--- src/bpa_pkg.sv ---
`timescale 1ns / 1ps
`default_nettype none
// ----------------------------------------------------------------------------
// Buddy page allocator package
// Shared sizes, codes, interface structs and helper functions.
// ----------------------------------------------------------------------------
package bpa_pkg;

  // Pool and tree sizes.
  localparam int MaxPages  = 1024;
  localparam int MaxOrder  = $clog2(MaxPages);
  localparam int TreeDepth = 2 * MaxPages - 1;
  localparam int AddrW     = $clog2(TreeDepth);
  localparam int NodeW     = MaxOrder + 1;
  localparam int OrderW    = 4;
  localparam int LogW      = 4;
  localparam int PagesW    = 11;
  localparam int OffsW     = 10;
  localparam int CountW    = 11;
  localparam int ArithW    = PagesW + 1;

  // Stream payload widths.
  localparam int InDataW   = 24;
  localparam int OutDataW  = 24;

  // Request kinds carried in the input tuser.
  localparam logic REQ_ALLOC = 1'b0;
  localparam logic REQ_FREE  = 1'b1;

  // Result status carried in the output tuser.
  localparam logic STATUS_OK   = 1'b0;
  localparam logic STATUS_FAIL = 1'b1;

  // Sequencer states.
  typedef enum logic [3:0] {
    ST_SWEEP,
    ST_IDLE,
    ST_ROOT_CHK,
    ST_DSC_RDR,
    ST_DSC_PICK,
    ST_MARK,
    ST_UP_RDR,
    ST_UP_WR,
    ST_FREE_CHK,
    ST_COUNT,
    ST_DONE
  } bpa_state_e;

  // Operations of the shared node unit.
  typedef enum logic [2:0] {
    ALU_PICK,
    ALU_MAX,
    ALU_MERGE,
    ALU_SUB_FLOOR,
    ALU_ADD_SAT
  } alu_op_e;

  // Tree memory access for one cycle.
  typedef struct packed {
    logic             we;
    logic [AddrW-1:0] waddr;
    logic [NodeW-1:0] wdata;
    logic [AddrW-1:0] raddr;
  } ram_req_t;

  // Node unit operands and result.
  typedef struct packed {
    alu_op_e           op;
    logic [ArithW-1:0] a;
    logic [ArithW-1:0] b;
    logic [ArithW-1:0] c;
  } alu_req_t;

  typedef struct packed {
    logic [ArithW-1:0] y;
    logic              flag;
  } alu_rsp_t;

  // One result item.
  typedef struct packed {
    logic              status;
    logic [OffsW-1:0]  page_offset;
    logic [CountW-1:0] pages_left;
  } bpa_res_t;

  // Smallest k with 2^k >= n; a count of zero is taken as one page.
  function automatic logic [LogW-1:0] pages_log2_ceil(input logic [PagesW-1:0] n);
    logic [LogW-1:0] r;
    r = LogW'(PagesW);
    for (int k = PagesW; k >= 0; k--) begin
      if ((ArithW'(1) << k) >= ArithW'(n)) begin
        r = LogW'(k);
      end
    end
    return r;
  endfunction

endpackage
`default_nettype wire

--- src/bpa_node_alu.sv ---
`timescale 1ns / 1ps
`default_nettype none
// ----------------------------------------------------------------------------
// Shared node unit
// Child selection, buddy merge and free-count arithmetic for the sequencer.
// ----------------------------------------------------------------------------
module bpa_node_alu (
  input  bpa_pkg::alu_req_t req_i,
  output bpa_pkg::alu_rsp_t rsp_o
);
  import bpa_pkg::*;

  logic [ArithW:0]   sum;
  logic [ArithW-1:0] big;
  logic [ArithW-1:0] room;
  logic              a_fits;
  logic              b_fits;

  // Common terms shared among the operations.
  assign sum    = {1'b0, req_i.a} + {1'b0, req_i.b};
  assign big    = (req_i.a > req_i.b) ? req_i.a : req_i.b;
  assign room   = req_i.c - req_i.a;
  assign a_fits = req_i.a >= req_i.c;
  assign b_fits = req_i.b >= req_i.c;

  // Operation select.
  always_comb begin
    rsp_o.y    = '0;
    rsp_o.flag = 1'b0;
    case (req_i.op)
      ALU_PICK: begin
        // Left wins when it fits and the right does not, or when both fit and it is not larger.
        rsp_o.flag = a_fits && (!b_fits || (req_i.a <= req_i.b));
      end
      ALU_MAX: begin
        rsp_o.y = big;
      end
      ALU_MERGE: begin
        // Two wholly free buddies make a wholly free parent.
        rsp_o.y = (sum == {1'b0, req_i.c}) ? req_i.c : big;
      end
      ALU_SUB_FLOOR: begin
        rsp_o.y = (req_i.a >= req_i.b) ? (req_i.a - req_i.b) : '0;
      end
      ALU_ADD_SAT: begin
        rsp_o.y = (req_i.b >= room) ? req_i.c : sum[ArithW-1:0];
      end
      default: begin
        rsp_o.y = big;
      end
    endcase
  end

endmodule
`default_nettype wire

--- config.mk ---
export PLATFORM = sky130hd
export DESIGN_NAME = bpa_node_alu
export DESIGN_NICKNAME = d
export VERILOG_FILES = /design/src/bpa_pkg.sv /design/src/bpa_node_alu.sv
export SDC_FILE = /design/constraint.sdc
export NUM_CORES = 1
export LEC_CHECK = 0
export BUFFER_PORTS_ARGS = -buffer_cell sky130_fd_sc_hd__buf_2
export CAP_MARGIN = 0
export CELL_PAD_IN_SITES_DETAIL_PLACEMENT = 0
export CELL_PAD_IN_SITES_GLOBAL_PLACEMENT = 1
export CORE_MARGIN = 4
export CORE_UTILIZATION = 44
export DETAILED_ROUTE_END_ITERATION = 6
export PLACE_DENSITY_LB_ADDON = 0.25
export SETUP_SLACK_MARGIN = 0.02
export SYNTH_ARGS = -nofsm -noshare
export SYNTH_HDL_FRONTEND = slang
export SYNTH_SLANG_ARGS = --single-unit
--- constraint.sdc ---
create_clock -name vclk -period 7.3
set_input_delay 1.095 -clock vclk [all_inputs]
set_output_delay 1.095 -clock vclk [all_outputs]
set_load 0.02 [all_outputs]
==> impl_metrics.tcl <==
set metrics [dict create \
    power_leakage_nw 1.73 \
    nClkBuffers 0 \
    first_pass_iters 5 \
    dpl.hpwl_um 8610 \
    end_kind "primary output" \
    cp_top_family "compound AO/OA/AOI/OAI gates" \
    diodes 0 \
    dp_slack_ps 706 \
    dp_cells 573 \
    layout.cells.non_filler 573 \
    drc 0 \
    syn_to_final_growth_pct 9.14 \
    grt-ovfl-total 0 \
    setup_slack_ps 636 \
    yosysWarnings 0 \
    regArea_um2 0 \
    cts-resized-gates 0 \
    initial_core_util 0.460 \
    critPathLaunchType "input pin" \
    finalCriticalPeriod_ps 6660 \
    ir_drop_uv 47.4 \
    viasPerCell 5.95 \
    worstPathRequired_ps 6200 \
    hold_viol 0 \
    hold_depth 5 \
    ioPinCount 52 \
    seq_cell_count 0 \
    drv_slew 0 \
    dieHeight_um 93.0 \
    synth.net_count 542 \
    worstPathCellList "buf_2 -> inv_1 -> ha_1 -> inv_1 -> fa_1 -> a21o_1 -> a21oi_1 -> nor2_1 -> o31a_1 -> or2_2 -> ha_1 -> and3_1 -> o2111a_1 -> a211oi_1 -> o21a_1 -> and2_1 -> a221o_1 -> a221o_1 -> o21ai_1 -> a2bb2oi_1 -> buf_2" \
    syn_area_per_cell_um2 7.22 \
    synth_most_common_cell "ha_1" \
    fin_crit_sh 0.913 \
    cp.arrival_ps 5570 \
    syn-cell-area_um2 3180 \
    cp_num_buf_inv 4 \
    crit_cells 21 \
    path_max_fanout 15 \
    yosys-top-cells-area "ha_1 24%, xnor2_1 6.1%, inv_1 5.6%" \
    synth_largest_area_cell "ha_1" \
    grt.total_usage 0.232 \
    setup_viol 0 \
    syn_inst 440 \
    netlist_top_cells_count "60 x ha_1, 47 x inv_1, 32 x a21oi_1, 30 x nor2_1, 26 x nand2_1" \
    hold_buffers 0 \
    grt_max_degree 26 \
    grt_pass1_wl_um 16500 \
    first_global_vias 3255 \
    critPathMaxStageDelay_ps 400 \
    dieArea_um2 8640 \
    worstMarginPinSlew_ps 784 \
    crit_slowest_cell "o21a_1" \
    port_buffers 52 \
    rsz0062_at_grt "no" \
    critPathKind "input pin to primary output" \
    maxCapViolations 0 \
    nNetsFinal 581 \
    drt-wirelength-per-cell_um 17.8 \
    gp_congestion 0.949 \
    finalSetupTns_ps 0 \
    max_freq_ghz 0.150 \
    final_antenna_net_count 0 \
    powerDensity_nw_per_um2 101 \
    status "finished clean" \
    synthDistinctLibCells 68 \
    min_path_type "input pin to primary output" \
    synth_top_area_frac 0.236 \
    row_count 30 \
    drive_gt1_frac 0.151 \
    cts_setup_buffers 0 \
    drt-initial-drc-count 206 \
    max_slew_margin 0.474 \
    drt_wl_total_um 10200 \
    ys_seq_area_frac 0 \
    antenna_found_initial 0 \
    vias 3409 \
    fp.dieW_um 93.0 \
    core_um2 6910 \
]
routing by layer:
layer / global-route usage / vias to the layer above / part of all wire
met5: 0 / - / 0
met4: 0.0513 / 0 / 0.023
met3: 0.0121 / 16 / 0.034
met2: 0.381 / 95 / 0.45
met1: 0.335 / 1606 / 0.49
li1: - / 1692 / -
metrics by stage:
stage,area [um2],hold slack [ps],power (mW),util
final,3470,2640,0.350,0.502
after detailed placement,3470,2640,0.344,0.502
after floorplan,3180,2370,0.255,-
after global routing,3470,2680,0.388,0.502
after CTS,3470,2640,0.347,0.502
after global placement,3470,2630,0.341,0.502
layout make-up:
| class | count | area [um2] |
|---|---|---|
| repair buffers | 54 | 275 |
| inverters | 49 | 184 |
| well taps | 96 | 120 |
| multi-input cells | 374 | 2890 |
| fillers | 758 | 3440 |
final timing paths:
check,from,endpoint,slack (ps)
setup / recovery,req_i[0],rsp_o[7],640
hold / removal,req_i[38],rsp_o[0],2640
where the power goes:
part	internal, mW	leakage [nW]	total, mW	switching [mW]
clock network	0	0	0	0
logic	0.140	1.73	0.350	0.211
registers	0	0	0	0
logic make-up (layout without fill, tap and decap cells):
family | after synthesis | after routing | share of synthesized area
compound gates | 151 | 151 | 0.346
xor+xnor | 33 | 33 | 0.0910
fa+ha+maj | 63 | 63 | 0.255
buf+inv | 66 | 103 | 0.0910
mux | 6 | 6 | 0.0193
simple gates | 121 | 121 | 0.198
layout by cell type, fill, tap and decap left out, types with 4 or more instances in the layout:
| cell type | instances |
|---|---|
| a21o_1 | 17 |
| a21oi_1 | 32 |
| a221o_1 | 13 |
| buf_2 | 52 |
| ha_1 | 60 |
| inv_1 | 47 |
| mux2i_1 | 5 |
| nand2_1 | 26 |
| nand2b_1 | 8 |
| nand3_1 | 4 |
| nand4_1 | 8 |
| nor2_1 | 30 |
| nor2b_1 | 11 |
| nor3_1 | 11 |
| o211ai_1 | 5 |
| o21ai_0 | 24 |
| o21ai_1 | 8 |
| o221ai_1 | 4 |
| xnor2_1 | 22 |
| xor2_1 | 11 |
(Power assumes the default switching activity.)
