===== config.mk =====
export PLATFORM = sky130hd
export DESIGN_NAME = bpa_ctrl
export DESIGN_NICKNAME = d
export VERILOG_FILES = /design/src/bpa_pkg.sv /design/src/bpa_ctrl.sv
export SDC_FILE = /design/constraint.sdc
export NUM_CORES = 1
export LEC_CHECK = 0
export BUFFER_PORTS_ARGS = -buffer_cell sky130_fd_sc_hd__buf_2
export CORE_MARGIN = 2
export CORE_UTILIZATION = 40
export DETAILED_ROUTE_END_ITERATION = 7
export HOLD_SLACK_MARGIN = 0.02
export SYNTH_ARGS = -nofsm -noshare
export SYNTH_HDL_FRONTEND = slang
export SYNTH_SLANG_ARGS = --single-unit

===== constraint.sdc =====
create_clock -name clk_i -period 3.7 [get_ports clk_i]
set_input_delay 0 -clock clk_i [delete_from_list [all_inputs] [get_ports clk_i]]
set_output_delay 0 -clock clk_i [all_outputs]
set_load 0.03 [all_outputs]

===== src/bpa_pkg.sv =====
`timescale 1ns / 1ps
`default_nettype none
// ----------------------------------------------------------------------------
// Buddy page allocator package
// Shared sizes, codes, interface structs and helper functions.
// ----------------------------------------------------------------------------
package bpa_pkg;

  // Pool and tree sizes.
  localparam int MaxPages  = 1024;
  localparam int MaxOrder  = $clog2(MaxPages);
  localparam int TreeDepth = 2 * MaxPages - 1;
  localparam int AddrW     = $clog2(TreeDepth);
  localparam int NodeW     = MaxOrder + 1;
  localparam int OrderW    = 4;
  localparam int LogW      = 4;
  localparam int PagesW    = 11;
  localparam int OffsW     = 10;
  localparam int CountW    = 11;
  localparam int ArithW    = PagesW + 1;

  // Stream payload widths.
  localparam int InDataW   = 24;
  localparam int OutDataW  = 24;

  // Request kinds carried in the input tuser.
  localparam logic REQ_ALLOC = 1'b0;
  localparam logic REQ_FREE  = 1'b1;

  // Result status carried in the output tuser.
  localparam logic STATUS_OK   = 1'b0;
  localparam logic STATUS_FAIL = 1'b1;

  // Sequencer states.
  typedef enum logic [3:0] {
    ST_SWEEP,
    ST_IDLE,
    ST_ROOT_CHK,
    ST_DSC_RDR,
    ST_DSC_PICK,
    ST_MARK,
    ST_UP_RDR,
    ST_UP_WR,
    ST_FREE_CHK,
    ST_COUNT,
    ST_DONE
  } bpa_state_e;

  // Operations of the shared node unit.
  typedef enum logic [2:0] {
    ALU_PICK,
    ALU_MAX,
    ALU_MERGE,
    ALU_SUB_FLOOR,
    ALU_ADD_SAT
  } alu_op_e;

  // Tree memory access for one cycle.
  typedef struct packed {
    logic             we;
    logic [AddrW-1:0] waddr;
    logic [NodeW-1:0] wdata;
    logic [AddrW-1:0] raddr;
  } ram_req_t;

  // Node unit operands and result.
  typedef struct packed {
    alu_op_e           op;
    logic [ArithW-1:0] a;
    logic [ArithW-1:0] b;
    logic [ArithW-1:0] c;
  } alu_req_t;

  typedef struct packed {
    logic [ArithW-1:0] y;
    logic              flag;
  } alu_rsp_t;

  // One result item.
  typedef struct packed {
    logic              status;
    logic [OffsW-1:0]  page_offset;
    logic [CountW-1:0] pages_left;
  } bpa_res_t;

  // Smallest k with 2^k >= n; a count of zero is taken as one page.
  function automatic logic [LogW-1:0] pages_log2_ceil(input logic [PagesW-1:0] n);
    logic [LogW-1:0] r;
    r = LogW'(PagesW);
    for (int k = PagesW; k >= 0; k--) begin
      if ((ArithW'(1) << k) >= ArithW'(n)) begin
        r = LogW'(k);
      end
    end
    return r;
  endfunction

endpackage
`default_nettype wire


===== src/bpa_ctrl.sv =====
`timescale 1ns / 1ps
`default_nettype none
// ----------------------------------------------------------------------------
// Allocator sequencer
// Walks the tree one node access per cycle for rebuild, alloc and free.
// ----------------------------------------------------------------------------
module bpa_ctrl (
  input  wire logic                      clk_i,
  input  wire logic                      rst_ni,
  input  wire logic                      s_tvalid_i,
  output logic                           s_tready_o,
  input  wire logic [bpa_pkg::InDataW-1:0] s_tdata_i,
  input  wire logic                      s_tuser_i,
  input  wire logic                      cfg_we_i,
  input  wire logic [bpa_pkg::OrderW-1:0] cfg_wdata_i,
  output bpa_pkg::ram_req_t              ram_req_o,
  input  wire logic [bpa_pkg::NodeW-1:0] ram_rdata_i,
  output bpa_pkg::alu_req_t              alu_req_o,
  input  bpa_pkg::alu_rsp_t              alu_rsp_i,
  output logic                           res_valid_o,
  input  wire logic                      res_ready_i,
  output bpa_pkg::bpa_res_t              res_o
);
  import bpa_pkg::*;

  bpa_state_e        state_q, state_d;
  logic [AddrW-1:0]  idx_q, idx_d;
  logic [LogW-1:0]   lvl_q, lvl_d;
  logic [AddrW-1:0]  lvl_end_q, lvl_end_d;
  logic [LogW-1:0]   req_log_q, req_log_d;
  logic [PagesW-1:0] n_q, n_d;
  logic              is_free_q, is_free_d;
  logic [NodeW-1:0]  l_q, l_d;
  logic              status_q, status_d;
  logic [OffsW-1:0]  offs_q, offs_d;
  logic [CountW-1:0] fc_q, fc_d;
  logic [OrderW-1:0] order_q, order_d;

  logic [PagesW-1:0] in_pages;
  logic [OffsW-1:0]  in_off;
  logic [PagesW-1:0] in_n;
  logic [AddrW-1:0]  leaf;
  logic              off_outside;
  logic              accept;
  logic [ArithW-1:0] pool_size;
  logic [ArithW-1:0] size;
  logic [ArithW-1:0] lvl_size;
  logic [AddrW-1:0]  parent;
  logic [AddrW-1:0]  lchild;
  logic [AddrW-1:0]  rchild;
  logic [AddrW-1:0]  nidx;
  logic [AddrW-1:0]  nlchild;
  logic [AddrW-1:0]  plchild;
  logic              idx_zero;
  logic              rd_zero;
  logic              root_fail;
  logic              dsc_stop;
  logic              pick_stop;
  logic              sweep_last;
  logic [OrderW-1:0] cfg_order;

  // Request fields and derived sizes.
  assign in_pages    = s_tdata_i[PagesW-1:0];
  assign in_off      = s_tdata_i[PagesW+OffsW-1:PagesW];
  assign in_n        = (in_pages == '0) ? PagesW'(1) : in_pages;
  assign pool_size   = ArithW'(1) << order_q;
  assign size        = ArithW'(1) << req_log_q;
  assign lvl_size    = ArithW'(1) << lvl_q;
  assign leaf        = AddrW'(in_off) + AddrW'(pool_size) - AddrW'(1);
  assign off_outside = ArithW'(in_off) >= pool_size;
  assign s_tready_o  = (state_q == ST_IDLE);
  assign accept      = s_tvalid_i && s_tready_o;

  // Tree index arithmetic.
  assign parent   = (idx_q - AddrW'(1)) >> 1;
  assign lchild   = {idx_q[AddrW-2:0], 1'b1};
  assign rchild   = lchild + AddrW'(1);
  assign nidx     = alu_rsp_i.flag ? lchild : rchild;
  assign nlchild  = {nidx[AddrW-2:0], 1'b1};
  assign plchild  = {parent[AddrW-2:0], 1'b1};

  // Loop conditions.
  assign idx_zero   = (idx_q == '0);
  assign rd_zero    = (ram_rdata_i == '0);
  assign root_fail  = (n_q > fc_q) || (size > ArithW'(ram_rdata_i));
  assign dsc_stop   = (lvl_q == req_log_q) || (lvl_q == '0);
  assign pick_stop  = ((lvl_q - LogW'(1)) == req_log_q) || (lvl_q == LogW'(1));
  assign sweep_last = (idx_q == lvl_end_q) && (lvl_q == '0);
  assign cfg_order  = (cfg_wdata_i > OrderW'(MaxOrder)) ? OrderW'(MaxOrder) : cfg_wdata_i;

  // Next state.
  always_comb begin
    state_d = state_q;
    case (state_q)
      ST_SWEEP: begin
        if (sweep_last) state_d = ST_IDLE;
      end
      ST_IDLE: begin
        if (accept) begin
          if (s_tuser_i == REQ_FREE) begin
            state_d = off_outside ? ST_DONE : ST_FREE_CHK;
          end else begin
            state_d = ST_ROOT_CHK;
          end
        end
      end
      ST_ROOT_CHK: begin
        if (root_fail)     state_d = ST_DONE;
        else if (dsc_stop) state_d = ST_MARK;
        else               state_d = ST_DSC_RDR;
      end
      ST_DSC_RDR:  state_d = ST_DSC_PICK;
      ST_DSC_PICK: state_d = pick_stop ? ST_MARK : ST_DSC_RDR;
      ST_MARK:     state_d = idx_zero ? ST_COUNT : ST_UP_RDR;
      ST_UP_RDR:   state_d = ST_UP_WR;
      ST_UP_WR:    state_d = idx_zero ? ST_COUNT : ST_UP_RDR;
      ST_FREE_CHK: begin
        if (!rd_zero) state_d = idx_zero ? ST_DONE : ST_FREE_CHK;
        else          state_d = idx_zero ? ST_COUNT : ST_UP_RDR;
      end
      ST_COUNT:    state_d = ST_DONE;
      ST_DONE: begin
        if (res_ready_i) state_d = ST_IDLE;
      end
      default:     state_d = ST_SWEEP;
    endcase
    // A pool order write restarts the rebuild from any state.
    if (cfg_we_i) state_d = ST_SWEEP;
  end

  // Memory and node unit control.
  always_comb begin
    ram_req_o.we    = 1'b0;
    ram_req_o.waddr = idx_q;
    ram_req_o.wdata = '0;
    ram_req_o.raddr = '0;
    alu_req_o.op    = ALU_MAX;
    alu_req_o.a     = ArithW'(l_q);
    alu_req_o.b     = ArithW'(ram_rdata_i);
    alu_req_o.c     = lvl_size;
    case (state_q)
      ST_SWEEP: begin
        ram_req_o.we    = 1'b1;
        ram_req_o.wdata = NodeW'(lvl_size);
      end
      ST_IDLE: begin
        ram_req_o.raddr = (s_tuser_i == REQ_FREE) ? leaf : '0;
      end
      ST_ROOT_CHK: begin
        ram_req_o.raddr = lchild;
      end
      ST_DSC_RDR: begin
        ram_req_o.raddr = rchild;
      end
      ST_DSC_PICK: begin
        alu_req_o.op    = ALU_PICK;
        alu_req_o.c     = size;
        ram_req_o.raddr = nlchild;
      end
      ST_MARK: begin
        ram_req_o.we    = 1'b1;
        ram_req_o.raddr = plchild;
      end
      ST_UP_RDR: begin
        ram_req_o.raddr = rchild;
      end
      ST_UP_WR: begin
        alu_req_o.op    = is_free_q ? ALU_MERGE : ALU_MAX;
        ram_req_o.we    = 1'b1;
        ram_req_o.wdata = NodeW'(alu_rsp_i.y);
        ram_req_o.raddr = plchild;
      end
      ST_FREE_CHK: begin
        if (!rd_zero) begin
          ram_req_o.raddr = parent;
        end else begin
          // First used node on the path: restore it to its full size.
          ram_req_o.we    = 1'b1;
          ram_req_o.wdata = NodeW'(lvl_size);
          ram_req_o.raddr = plchild;
        end
      end
      ST_COUNT: begin
        alu_req_o.op = is_free_q ? ALU_ADD_SAT : ALU_SUB_FLOOR;
        alu_req_o.a  = ArithW'(fc_q);
        alu_req_o.b  = size;
        alu_req_o.c  = pool_size;
      end
      default: begin
        ram_req_o.we = 1'b0;
      end
    endcase
  end

  // Datapath register updates.
  always_comb begin
    idx_d     = idx_q;
    lvl_d     = lvl_q;
    lvl_end_d = lvl_end_q;
    req_log_d = req_log_q;
    n_d       = n_q;
    is_free_d = is_free_q;
    l_d       = l_q;
    status_d  = status_q;
    offs_d    = offs_q;
    fc_d      = fc_q;
    order_d   = order_q;
    case (state_q)
      ST_SWEEP: begin
        idx_d = idx_q + AddrW'(1);
        if ((idx_q == lvl_end_q) && (lvl_q != '0)) begin
          lvl_d     = lvl_q - LogW'(1);
          lvl_end_d = AddrW'((ArithW'(lvl_end_q) << 1) + ArithW'(2));
        end
      end
      ST_IDLE: begin
        if (accept) begin
          is_free_d = (s_tuser_i == REQ_FREE);
          n_d       = in_n;
          req_log_d = pages_log2_ceil(in_pages);
          status_d  = STATUS_OK;
          offs_d    = '0;
          if (s_tuser_i == REQ_FREE) begin
            idx_d = leaf;
            lvl_d = '0;
          end else begin
            idx_d = '0;
            lvl_d = LogW'(order_q);
          end
        end
      end
      ST_ROOT_CHK: begin
        if (root_fail) status_d = STATUS_FAIL;
      end
      ST_DSC_RDR: begin
        l_d = ram_rdata_i;
      end
      ST_DSC_PICK: begin
        idx_d = nidx;
        lvl_d = lvl_q - LogW'(1);
      end
      ST_MARK: begin
        // First page of the block is its rank within its level times its size.
        offs_d = OffsW'(((ArithW'(idx_q) + ArithW'(1)) << lvl_q) - pool_size);
        if (!idx_zero) begin
          idx_d = parent;
          lvl_d = lvl_q + LogW'(1);
        end
      end
      ST_UP_RDR: begin
        l_d = ram_rdata_i;
      end
      ST_UP_WR, ST_FREE_CHK: begin
        if (!idx_zero) begin
          idx_d = parent;
          lvl_d = lvl_q + LogW'(1);
        end
      end
      ST_COUNT: begin
        fc_d = CountW'(alu_rsp_i.y);
      end
      default: begin
        idx_d = idx_q;
      end
    endcase
    // Rebuild setup on a pool order write.
    if (cfg_we_i) begin
      order_d   = cfg_order;
      fc_d      = CountW'(ArithW'(1) << cfg_order);
      idx_d     = '0;
      lvl_d     = LogW'(cfg_order);
      lvl_end_d = '0;
    end
  end

  // Control and state registers.
  always_ff @(posedge clk_i or negedge rst_ni) begin
    if (!rst_ni) begin
      state_q   <= ST_SWEEP;
      idx_q     <= '0;
      lvl_q     <= LogW'(MaxOrder);
      lvl_end_q <= '0;
      is_free_q <= 1'b0;
      fc_q      <= CountW'(MaxPages);
      order_q   <= OrderW'(MaxOrder);
    end else begin
      state_q   <= state_d;
      idx_q     <= idx_d;
      lvl_q     <= lvl_d;
      lvl_end_q <= lvl_end_d;
      is_free_q <= is_free_d;
      fc_q      <= fc_d;
      order_q   <= order_d;
    end
  end

  // Payload registers.
  always_ff @(posedge clk_i) begin
    req_log_q <= req_log_d;
    n_q       <= n_d;
    l_q       <= l_d;
    status_q  <= status_d;
    offs_q    <= offs_d;
  end

  // Result handed to the output stage.
  assign res_valid_o       = (state_q == ST_DONE);
  assign res_o.status      = status_q;
  assign res_o.page_offset = offs_q;
  assign res_o.pages_left  = fc_q;

endmodule
`default_nettype wire


==> results of run 1 <==
## metrics by stage
stage | TNS (ns) | setup WS (ns) | util (%)
final | 0 | 0.134 | 49.3
after global routing | -0.0126 | -0.0110 | 49.3
after CTS | 0 | 0.00827 | 49.0
after detailed placement | 0 | 0.185 | 46.1
after global placement | 0 | 0.252 | 46.1
after floorplan | 0 | 0.323 | -
## registers in the layout (all words and copies together), names as in the netlist
signal / count
fc_q: 11
idx_q: 11
l_q: 11
n_q: 11
lvl_end_q: 10
offs_q: 10
lvl_q: 4
order_q: 4
req_log_q: 4
state_q: 4
is_free_q: 1
status_q: 1
## synthesized netlist by cell type (all sizes together) (5+ instances only)
cell	number	area [um2]
nand4	7	43.8
a22o	7	61.3
edfxtp	37	1110
o21ai	93	465
o31ai	9	67.6
nor2	104	390
a2111oi	7	61.3
and3	9	56.3
and2	8	50.1
clkbuf	63	236
a22oi	7	52.6
a21oi	73	365
a21o	7	52.6
a221oi	7	61.3
o221ai	8	70.1
a32o	9	90.1
nor3	29	145
dfrtp	40	1000
a211oi	17	128
or4	9	72.6
a31oi	10	62.6
o22ai	16	100
nand3	25	125
dfstp	5	131
inv	89	334
nor2b	23	144
xnor2	22	193
nand2b	13	81.3
or3	9	56.3
o32ai	6	52.6
xor2	29	254
nand2	120	450
ha	72	901
nor4	15	93.8
buf	16	77.6
o21a	15	113
## worst paths after layout
kind,start,end,slack [ns],cells past startpoint
setup / recovery,order_q[0],ram_req_o[8],0.13,13
hold / removal,alu_rsp_i[11],fc_q[10],0.05,3
setup reg to reg,idx_q[0],offs_q[9],0.28,15
hold reg to reg,fc_q[6],fc_q[6],0.52,1
max in group asynchronous,rst_ni,fc_q[10],2.71,3
min in group asynchronous,rst_ni,idx_q[3],0.16,2
## power groups by stage
stage / registers (mW) / logic [mW] / clock network (mW)
after floorplan: 1.26 / 2.14 / 0
after global placement: 1.35 / 3.39 / 0
after detailed placement: 1.36 / 3.40 / 0
after CTS: 1.34 / 3.45 / 0.918
after global routing: 1.37 / 3.83 / 0.949
final: 1.35 / 3.52 / 0.909
## logic make-up after synthesis
group | count (synthesis) | share of synthesized area, %
AND/OR/NAND/NOR | 388 | 22.1
AO/OA/AOI/OAI | 327 | 25.5
buffers and inverters | 169 | 7.81
flip-flops | 82 | 26.9
adder cells (fa/ha/maj) | 75 | 11.4
XOR/XNOR | 51 | 5.35
multiplexers | 7 | 0.884
other | 1 | 0.0449
## worst max-delay path, delay by kind of cell (launching register included)
| kind | cells | cell delay (ns) |
|---|---|---|
| buffers and inverters | 3 | 0.42 |
| flip-flops | 1 | 0.44 |
| adder cells (fa/ha/maj) | 2 | 0.64 |
| XOR/XNOR | 1 | 0.16 |
| AND/OR/NAND/NOR | 4 | 0.88 |
| AO/OA/AOI/OAI | 3 | 0.67 |
## layout make-up
cell class	count	area (um2)
multi-input combinational	849	5530
tap	270	338
inverter	90	338
clock buffer	10	229
clock inverter	6	48.8
fill	2043	10300
timing repair buffer	215	1310
sequential	82	2250
## routing by layer
metal  global-route usage (%)  vias up
met4                     8.24        0
met3                     4.42       46
li1                         -     4242
met5                        0        -
met2                     40.1      377
met1                     36.7     4175
## timing repair
item,4_1_cts,5_1_grt
endpoints found under the hold margin,48,0
resized for setup,6,19
pin swaps,1,1
endpoints found under the setup margin,3,5
hold buffers,28,0
setup buffers,2,1
==> results.toml, run 1 <==
[power]
power_density_nw_per_um2 = 575
comb_power_share_pct = 61.0
p_sw_mw = 2.96
netSwitchingFraction_pct = 51.1
leakage_nw = 4.61
clkPwrFrac_pct = 15.7
worst_ir_drop_vdd_v = 0.000282
pwr-share-seq_pct = 23.3
power_mw = 5.78
p_int_mw = 2.82

[detailed_routing]
dr_wl_met3_um = 2070
wl_met2_um = 13300
drc = 0
drtPass1Iterations = 5
wl_per_cell_um = 19.2
wl_met1_um = 13200
dr.max_layer_used = "met4"
dr.first_iter.drc_count = 975
wl_um = 29200
avgViaCountPerCell = 5.81
ant_nets = 0
dr_total_vias = 8840

[floorplan]
num_rows = 52
core_area_um2 = 20400
die_x_um = 148
die_area_um2 = 22000
fp.dieH_um = 148
num_io_pins = 155
initial_utilization_pct = 41.0

[grt]
grt_max_degree = 53
antenna_found_initial = 0
grtUsageTotal_pct = 25.9
grt_pass1_wl_um = 44700
grt_pass1_vias = 8110
grt-ovfl-total = 0

[critical_path]
crit_slowest_cell = "or4_1"
critPathCaptureType = "primary output"
cpMostUsedCell = "ha_1"
cp.required_ns = 3.70
crit_chain = "buf_4 > nor2_4 > nand2_1 > ha_1 > inv_1 > ha_1 > a21o_1 > a221oi_2 > o21ai_1 > xnor2_1 > nor2_1 > or4_1 > buf_2"
path_class = "reg -> out"
slowest_delay_ns = 0.52
crit_arrival_ns = 3.57
startpoint_type = "register"
path_max_fanout = 4

[clock_tree]
numCtsBuffers = 9
cts_tree = "done"
clk_path_buf_depth = 2
cts_root_buffer = "clkbuf_16"
htreeDepth = 3
clkLatencyLatePin_ns = 0.36
numClockSinks = 82
clk_pin_slew_worst_paths_ns = 0.07

[yosys]
ys_seq_elements = 82
synth_edf_count = 37
synth_area_um2 = 8350
ys_types = 78
syn_nets = 1232
synth-seq-area-share_pct = 26.9
yosys_warnings = 0
syn_inst = 1100
synthFlopType = "dfrtp_1"
async_reset_ff_share_pct = 54.9
syn_area_per_cell_um2 = 7.59

[sta]
slew_headroom_pct = 36.5
rsz0062_at_grt = "true"
period_share_pct = 96.4
timing.final.crit_period_ns = 3.57
drv_slew = 0
skew_ns = 0.0174
setup_viol = 0
hold_violations = 0
whs_ns = 0.0457
fmax_ghz = 0.280
tightestPinTransition_ns = 0.952

[status]
outcome = "finished clean"

[placement]
gp_congestion = 0.927
place_area_um2 = 9380
placed_cells = 1475
portBuffers = 149
dp_hpwl_um = 22500

[layout]
layout_commonest_cell = "buf_2"
drive_above_1_share_pct = 18.5
fin_area_um2 = 10000
final_cells = 1522
final_cell_mix = "buf_2, nand2_1, nor2_1"
diodes = 0
synthToLayoutAreaGrowth_pct = 20.3
layout.nets = 1379

[run]
drv_cap = 0

[worst_hold_path]
hold_path.class = "in -> reg"
No activity file was read; power rests on OpenSTA's default activity.
==> inputs of run 2 (changes only) <==
--- a/config.mk
+++ b/config.mk
@@ -5,6 +5,7 @@
 export SDC_FILE = /design/constraint.sdc
 export NUM_CORES = 1
 export LEC_CHECK = 0
+export ABC_AREA = 1
 export BUFFER_PORTS_ARGS = -buffer_cell sky130_fd_sc_hd__buf_2
 export CORE_MARGIN = 2
 export CORE_UTILIZATION = 40
==> run 2 against run 1 <==
Compared with the run above: via count is 1.4% higher; sequential power down 3%; combinational power rose by 5%; die area shrank 1.8%; critical path depth is 1 higher; first-iteration DRC count shrank 28%; synthesized cell count is 9.1% higher; clock power down 4.1%; worst setup slack better by 0.067 ns; critical endpoint is now ram_req_o[10]; largest power group unchanged; highest routed layer unchanged.
==> results.toml, run 2 <==
[yosys]
muxShareOfSynthArea_pct = 0
synth_edf_count = 37
yosys.area_share.adder_pct = 11.5
synth_top_family_by_area = "simple AND/OR/NAND/NOR gates"
async_reset_ff_share_pct = 54.9
syn_inst = 1200
synthFlopType = "dfrtp_1"
yosysMostFrequentCell = "nand2_1"
yosys.area.top_type = "edfxtp_1"
synth_common_cells = "nand2_1, inv_1, nor2_1"
yosysTopAreaCellShare_pct = 13.6
yosys.area_share.simple_pct = 27.0
yosys_warnings = 0
ys_seq_elements = 82
syn_nets = 1332
synth_compound_area_share_pct = 20.9
synthTopCellsByArea = "edfxtp_1, dfrtp_1, nand2_1, ha_1, inv_1"
ys_types = 56
synth_area_um2 = 8200
synth-seq-area-share_pct = 27.4
synth_xor_area_share_pct = 2.14
syn_area_per_cell_um2 = 6.83

[power]
comb_power_share_pct = 62.8
power_mw = 5.87
pwr-share-seq_pct = 22.3
p_sw_mw = 3.17
power_density_nw_per_um2 = 599
netSwitchingFraction_pct = 54.1
p_int_mw = 2.69
leakage_nw = 4.78
clkPwrFrac_pct = 14.9
worst_ir_drop_vdd_v = 0.000287

[sta]
tns_ns = 0
period_share_pct = 94.6
skew_ns = 0.0140
timing.final.crit_period_ns = 3.50
tightestPinTransition_ns = 0.699
setup_viol = 0
drv_slew = 0
slew_headroom_pct = 52.9
rsz0062_at_grt = "false"
setup_ws_ns = 0.202
whs_ns = 0.0624
hold_violations = 0
fmax_ghz = 0.286

[floorplan]
num_rows = 52
die_area_um2 = 21700
core_area_um2 = 20200
die_x_um = 147
initial_utilization_pct = 40.6
num_io_pins = 155
fp.dieH_um = 147

[critical_path]
crit_arrival_ns = 3.50
crit_slowest_cell = "dfstp_2"
crit_chain = "inv_1 > nor2_1 > inv_1 > ha_1 > inv_1 > ha_1 > nand2_1 > nor2_1 > nand3_1 > o2111ai_1 > or2_2 > nand3_1 > o2111ai_1 > buf_2"
path_class = "reg -> out"
startpoint_type = "register"
slowest_delay_ns = 0.56
path_max_fanout = 7
crit_family = "simple AND/OR/NAND/NOR gates"
critPathCaptureType = "primary output"
cpMostUsedCell = "inv_1"
crit_buf_inv = 4
cp.required_ns = 3.70
rrSetupSlack_ns = 0.31

[layout]
diodes = 0
layout_commonest_cell = "nand2_1"
layout.nets = 1498
synthToLayoutAreaGrowth_pct = 19.4
final_cell_mix = "nand2_1, inv_1, buf_2"
drive_above_1_share_pct = 17.1
fin_area_um2 = 9780

[detailed_routing]
dr_total_vias = 8960
ant_nets = 0
wl_per_cell_um = 18.0
avgViaCountPerCell = 5.46
dr.first_iter.drc_count = 703
drc = 0
wl_um = 29600
drtPass1Iterations = 6

[clock_tree]
htreeDepth = 3
clk_path_buf_depth = 2
cts_tree = "done"
clkLatencyLatePin_ns = 0.36
post_cts_buffers = 0
numClockSinks = 82
clk_pin_slew_worst_paths_ns = 0.07
numCtsBuffers = 9
cts_root_buffer = "clkbuf_16"

[grt]
grt_pass1_wl_um = 44900
grt_max_degree = 46
grt_pass1_vias = 8313
grt-ovfl-total = 0
antenna_found_initial = 0
grtUsageTotal_pct = 26.7

[placement]
pre_cts_ws_ns = 0.180
place_area_um2 = 9230
gp_congestion = 0.955
portBuffers = 149
dp_hpwl_um = 23800

[worst_hold_path]
hold_path.class = "in -> reg"

[run]
drv_cap = 0

[status]
outcome = "finished clean"
[run 2: cell count changes after synthesis, sizes merged, moves of 14 or more]
cell	before	now
inv	89	190
nor2b	23	0
clkbuf	63	23
nand2	120	260
xor2	29	12
nand3	25	75
o22ai	16	43
o21ai	93	108
xnor2	22	8
nor2	104	134
[run 2: stage by stage]
stage,std cells,utilization (%)
3_3_place_gp,1597,45.7
4_1_cts,1640,48.5
3_5_place_dp,1597,45.7
5_1_grt,1641,48.5
6_report,1641,48.5
2_1_floorplan,1200,-
[run 2: worst min-delay path: cells and delay by family]
family	cells	cell delay (ns)
buf+inv	2	0.17
compound gates	2	0.15
simple gates	1	0.05
[run 2: timing repair]
action,in CTS,in global routing
endpoints found under the hold margin,67,1
gates resized for setup,0,3
setup endpoints to repair,0,3
hold buffers,27,1
[run 2: final timing paths]
kind | end | cells after the start | from
max | ram_req_o[10] | 14 | order_q[3]
min | fc_q[7] | 5 | alu_rsp_i[8]
max reg2reg | offs_q[7] | 18 | idx_q[0]
min reg2reg | fc_q[2] | 2 | fc_q[2]
max in group asynchronous | idx_q[0] | 3 | rst_ni
min in group asynchronous | idx_q[6] | 3 | rst_ni
[run 2: final cells by class]
| type | count | area (um2) |
|---|---|---|
| tap | 270 | 338 |
| timing repair buffer | 195 | 1160 |
| clock buffer | 10 | 229 |
| clock inverter | 6 | 47.5 |
| multi-input combinational | 888 | 5050 |
| fill | 2114 | 10400 |
| inverter | 190 | 718 |
| sequential | 82 | 2240 |
[run 2: metal layers]
metal  vias up  GRT usage [%]  share of wire (%)
met5         -              0                  0
met4         0           10.2                3.4
met3        62           5.25                7.8
met2       399           43.7                 46
met1      4121           35.0                 43
li1       4378              -                  -
[run 2: power by group through the flow]
| stage | clock (mW) | sequential, mW | combinational [mW] |
|---|---|---|---|
| finish | 0.872 | 1.31 | 3.68 |
| global route | 0.928 | 1.33 | 4.01 |
| CTS | 0.889 | 1.30 | 3.63 |
| detailed placement | 0 | 1.32 | 3.59 |
| global placement | 0 | 1.32 | 3.58 |
| floorplan | 0 | 1.31 | 2.58 |
[run 2: cell families (layout without fill, tap and decap cells)]
kind of cell / count (synthesis) / in the layout
buffers and inverters: 230 / 401
adders and majority gates: 74 / 74
other: 1 / 1
xor gates and xnor gates: 20 / 20
and+or+nand+nor: 509 / 509
AOI/OAI and AO/OA: 284 / 284
DFF: 82 / 82
==> inputs of run 3 (changes only) <==
==> constraint.sdc (replaced) <==
create_clock -name clk_i -period 3.3 [get_ports clk_i]
set_input_delay 0.66 -clock clk_i [delete_from_list [all_inputs] [get_ports clk_i]]
set_output_delay 0.66 -clock clk_i [all_outputs]
set_load 0.03 [all_outputs]
==> run 3 against run 2 <==
Compared with the run above: the run now ends with negative setup slack left; worst setup slack worse by 0.53 ns; clock power increased by 18%; non-clock buffer count grew 88; hold slack improved by 0.090 ns; wire length grew 6.0%; sequential power increased by 11%; final cell count rose by 5.4%.
==> results.toml, run 3 (synthesis gave the netlist of run 2 again) <==
[layout]
synthToLayoutAreaGrowth_pct = 35.0
layout.nets = 1586
final_cell_mix = "nand2_1, inv_1, buf_2"
layout_commonest_cell = "nand2_1"
drive_above_1_share_pct = 30.8
diodes = 0
postLayoutCoreUtil_pct = 54.9
n_fill_cell = 1965
multi_input_area_um2 = 5630
register_area_um2 = 2240
fin_area_um2 = 11100

[grt]
grtUsageTotal_pct = 28.5
grt_max_degree = 39
grt-ovfl-total = 0
grt_pass1_vias = 9032
antenna_found_initial = 0
grt_pass1_wl_um = 48200

[critical_path]
crit_chain = "inv_2 > nor2_4 > nand2_2 > inv_2 > nand2_4 > ha_4 > buf_6 > fa_2 > nor3_2 > nor3_2 > xor2_1 > nand3b_1 > o2111ai_2 > buf_6"
cp.required_ns = 2.64
path_class = "reg -> out"
slowest_delay_ns = 0.60
rrSetupSlack_ns = 0.11
path_max_fanout = 4
crit_slowest_cell = "dfstp_2"
critPathCaptureType = "primary output"
crit_family = "simple AND/OR/NAND/NOR gates"
startpoint_type = "register"
crit_buf_inv = 4
crit_arrival_ns = 2.97

[clock_tree]
clkLatencyLatePin_ns = 0.35
clk_pin_slew_worst_paths_ns = 0.07
htreeDepth = 3
clk_path_buf_depth = 2
cts_root_buffer = "clkbuf_16"
numClockSinks = 82
numCtsBuffers = 9
cts_tree = "done"

[floorplan]
die_x_um = 147
num_rows = 52
fp.dieH_um = 147
die_area_um2 = 21700
core_area_um2 = 20200
initial_utilization_pct = 40.6
num_io_pins = 155

[status]
outcome = "complete, but fails checks"
failed_checks = "negative setup slack"

[sta]
setup_viol = 9
rsz0062_at_grt = "true"
period_share_pct = 110
slew_headroom_pct = 57.3
skew_ns = 0.0115
setup_ws_ns = -0.332
tightestPinTransition_ns = 0.638
fmax_ghz = 0.275
drv_slew = 0
timing.final.crit_period_ns = 3.63
hold_violations = 0

[power]
p_sw_mw = 3.80
comb_power_share_pct = 66.0
leakage_nw = 5.34
p_int_mw = 3.53
clkPwrFrac_pct = 14.1
netSwitchingFraction_pct = 51.9
worst_ir_drop_vdd_v = 0.000297
pwr-share-seq_pct = 19.9
power_density_nw_per_um2 = 663

[detailed_routing]
dr_total_vias = 9435
wl_um = 31300
drtPass1Iterations = 6
ant_nets = 0
drc = 0
avgViaCountPerCell = 5.46
wl_per_cell_um = 18.1
dr.first_iter.drc_count = 768

[placement]
gp_congestion = 0.953
pre_cts_ws_ns = -0.172
place_area_um2 = 9850
portBuffers = 149
dp_hpwl_um = 24600

[run]
drv_cap = 0

[worst_hold_path]
hold_path.class = "in -> async"
[run 3: what timing repair did]
action,in CTS,in global routing
cloned,0,0
pin swaps,28,34
buffers inserted,29,12
hold buffers,0,0
setup endpoints to repair,11,17
gates resized for setup,106,58
[run 3: metrics by stage]
stage                     TNS (ns)  total power [mW]  hold WS [ns]  std cells
after floorplan            -0.0474              4.37         0.364       1200
final                        -2.19              7.33         0.152       1729
after global routing         -3.11              7.84         0.159       1729
after detailed placement    -0.788              5.85         0.535       1678
after CTS                    -2.05              7.10         0.158       1722
after global placement      -0.653              5.81         0.532       1678
[run 3: area by class of cell]
type	count	share of cell area (%)
multi-input combinational	888	50.9
sequential	82	20.3
timing repair buffer	283	16.5
inverter	190	6.56
tap	270	3.05
clock buffer	9	2.04
clock inverter	7	0.690
[run 3: worst paths after layout]
| kind | from | to | depth (start not counted) |
|---|---|---|---|
| hold reg to reg | lvl_q[3] | lvl_q[3] | 2 |
| setup / recovery | order_q[1] | ram_req_o[7] | 14 |
| setup reg to reg | idx_q[0] | offs_q[7] | 18 |
| max in group asynchronous | rst_ni | lvl_q[1] | 2 |
| hold / removal | rst_ni | fc_q[5] | 1 |
| min in group clk_i | ram_rdata_i[4] | l_q[4] | 1 |
[run 3: worst register-to-register path: stages (launching register included)]
cell     delay [ns]
dfrtp_1        0.44
ha_2           0.24
nand2_1        0.08
o21ai_1        0.18
nand2_1        0.10
o21ai_1        0.22
buf_4          0.15
nand2_1        0.04
o21ai_1        0.15
nand2_1        0.08
o21ai_0        0.11
ha_1           0.30
a21oi_1        0.14
o21ai_1        0.10
a21oi_1        0.17
nor2_1         0.06
o21ai_0        0.14
nand2_1        0.08
o21a_1         0.18
[run 3: metal layers]
metal  routed length, um  up-vias  global-route usage, %
li1                    -     4553                      -
met1               13300     4344                   37.7
met2               14600      456                   46.3
met3                2240       82                   4.57
met4                1230        0                   12.5
met5                   0        -                      0
[run 3: power by group through the flow]
| stage | sequential, mW | clock [mW] | combinational (mW) |
|---|---|---|---|
| floorplan | 1.47 | 0 | 2.90 |
| global placement | 1.47 | 0 | 4.34 |
| detailed placement | 1.47 | 0 | 4.38 |
| CTS | 1.45 | 1.05 | 4.60 |
| global route | 1.47 | 1.09 | 5.28 |
| finish | 1.46 | 1.03 | 4.84 |
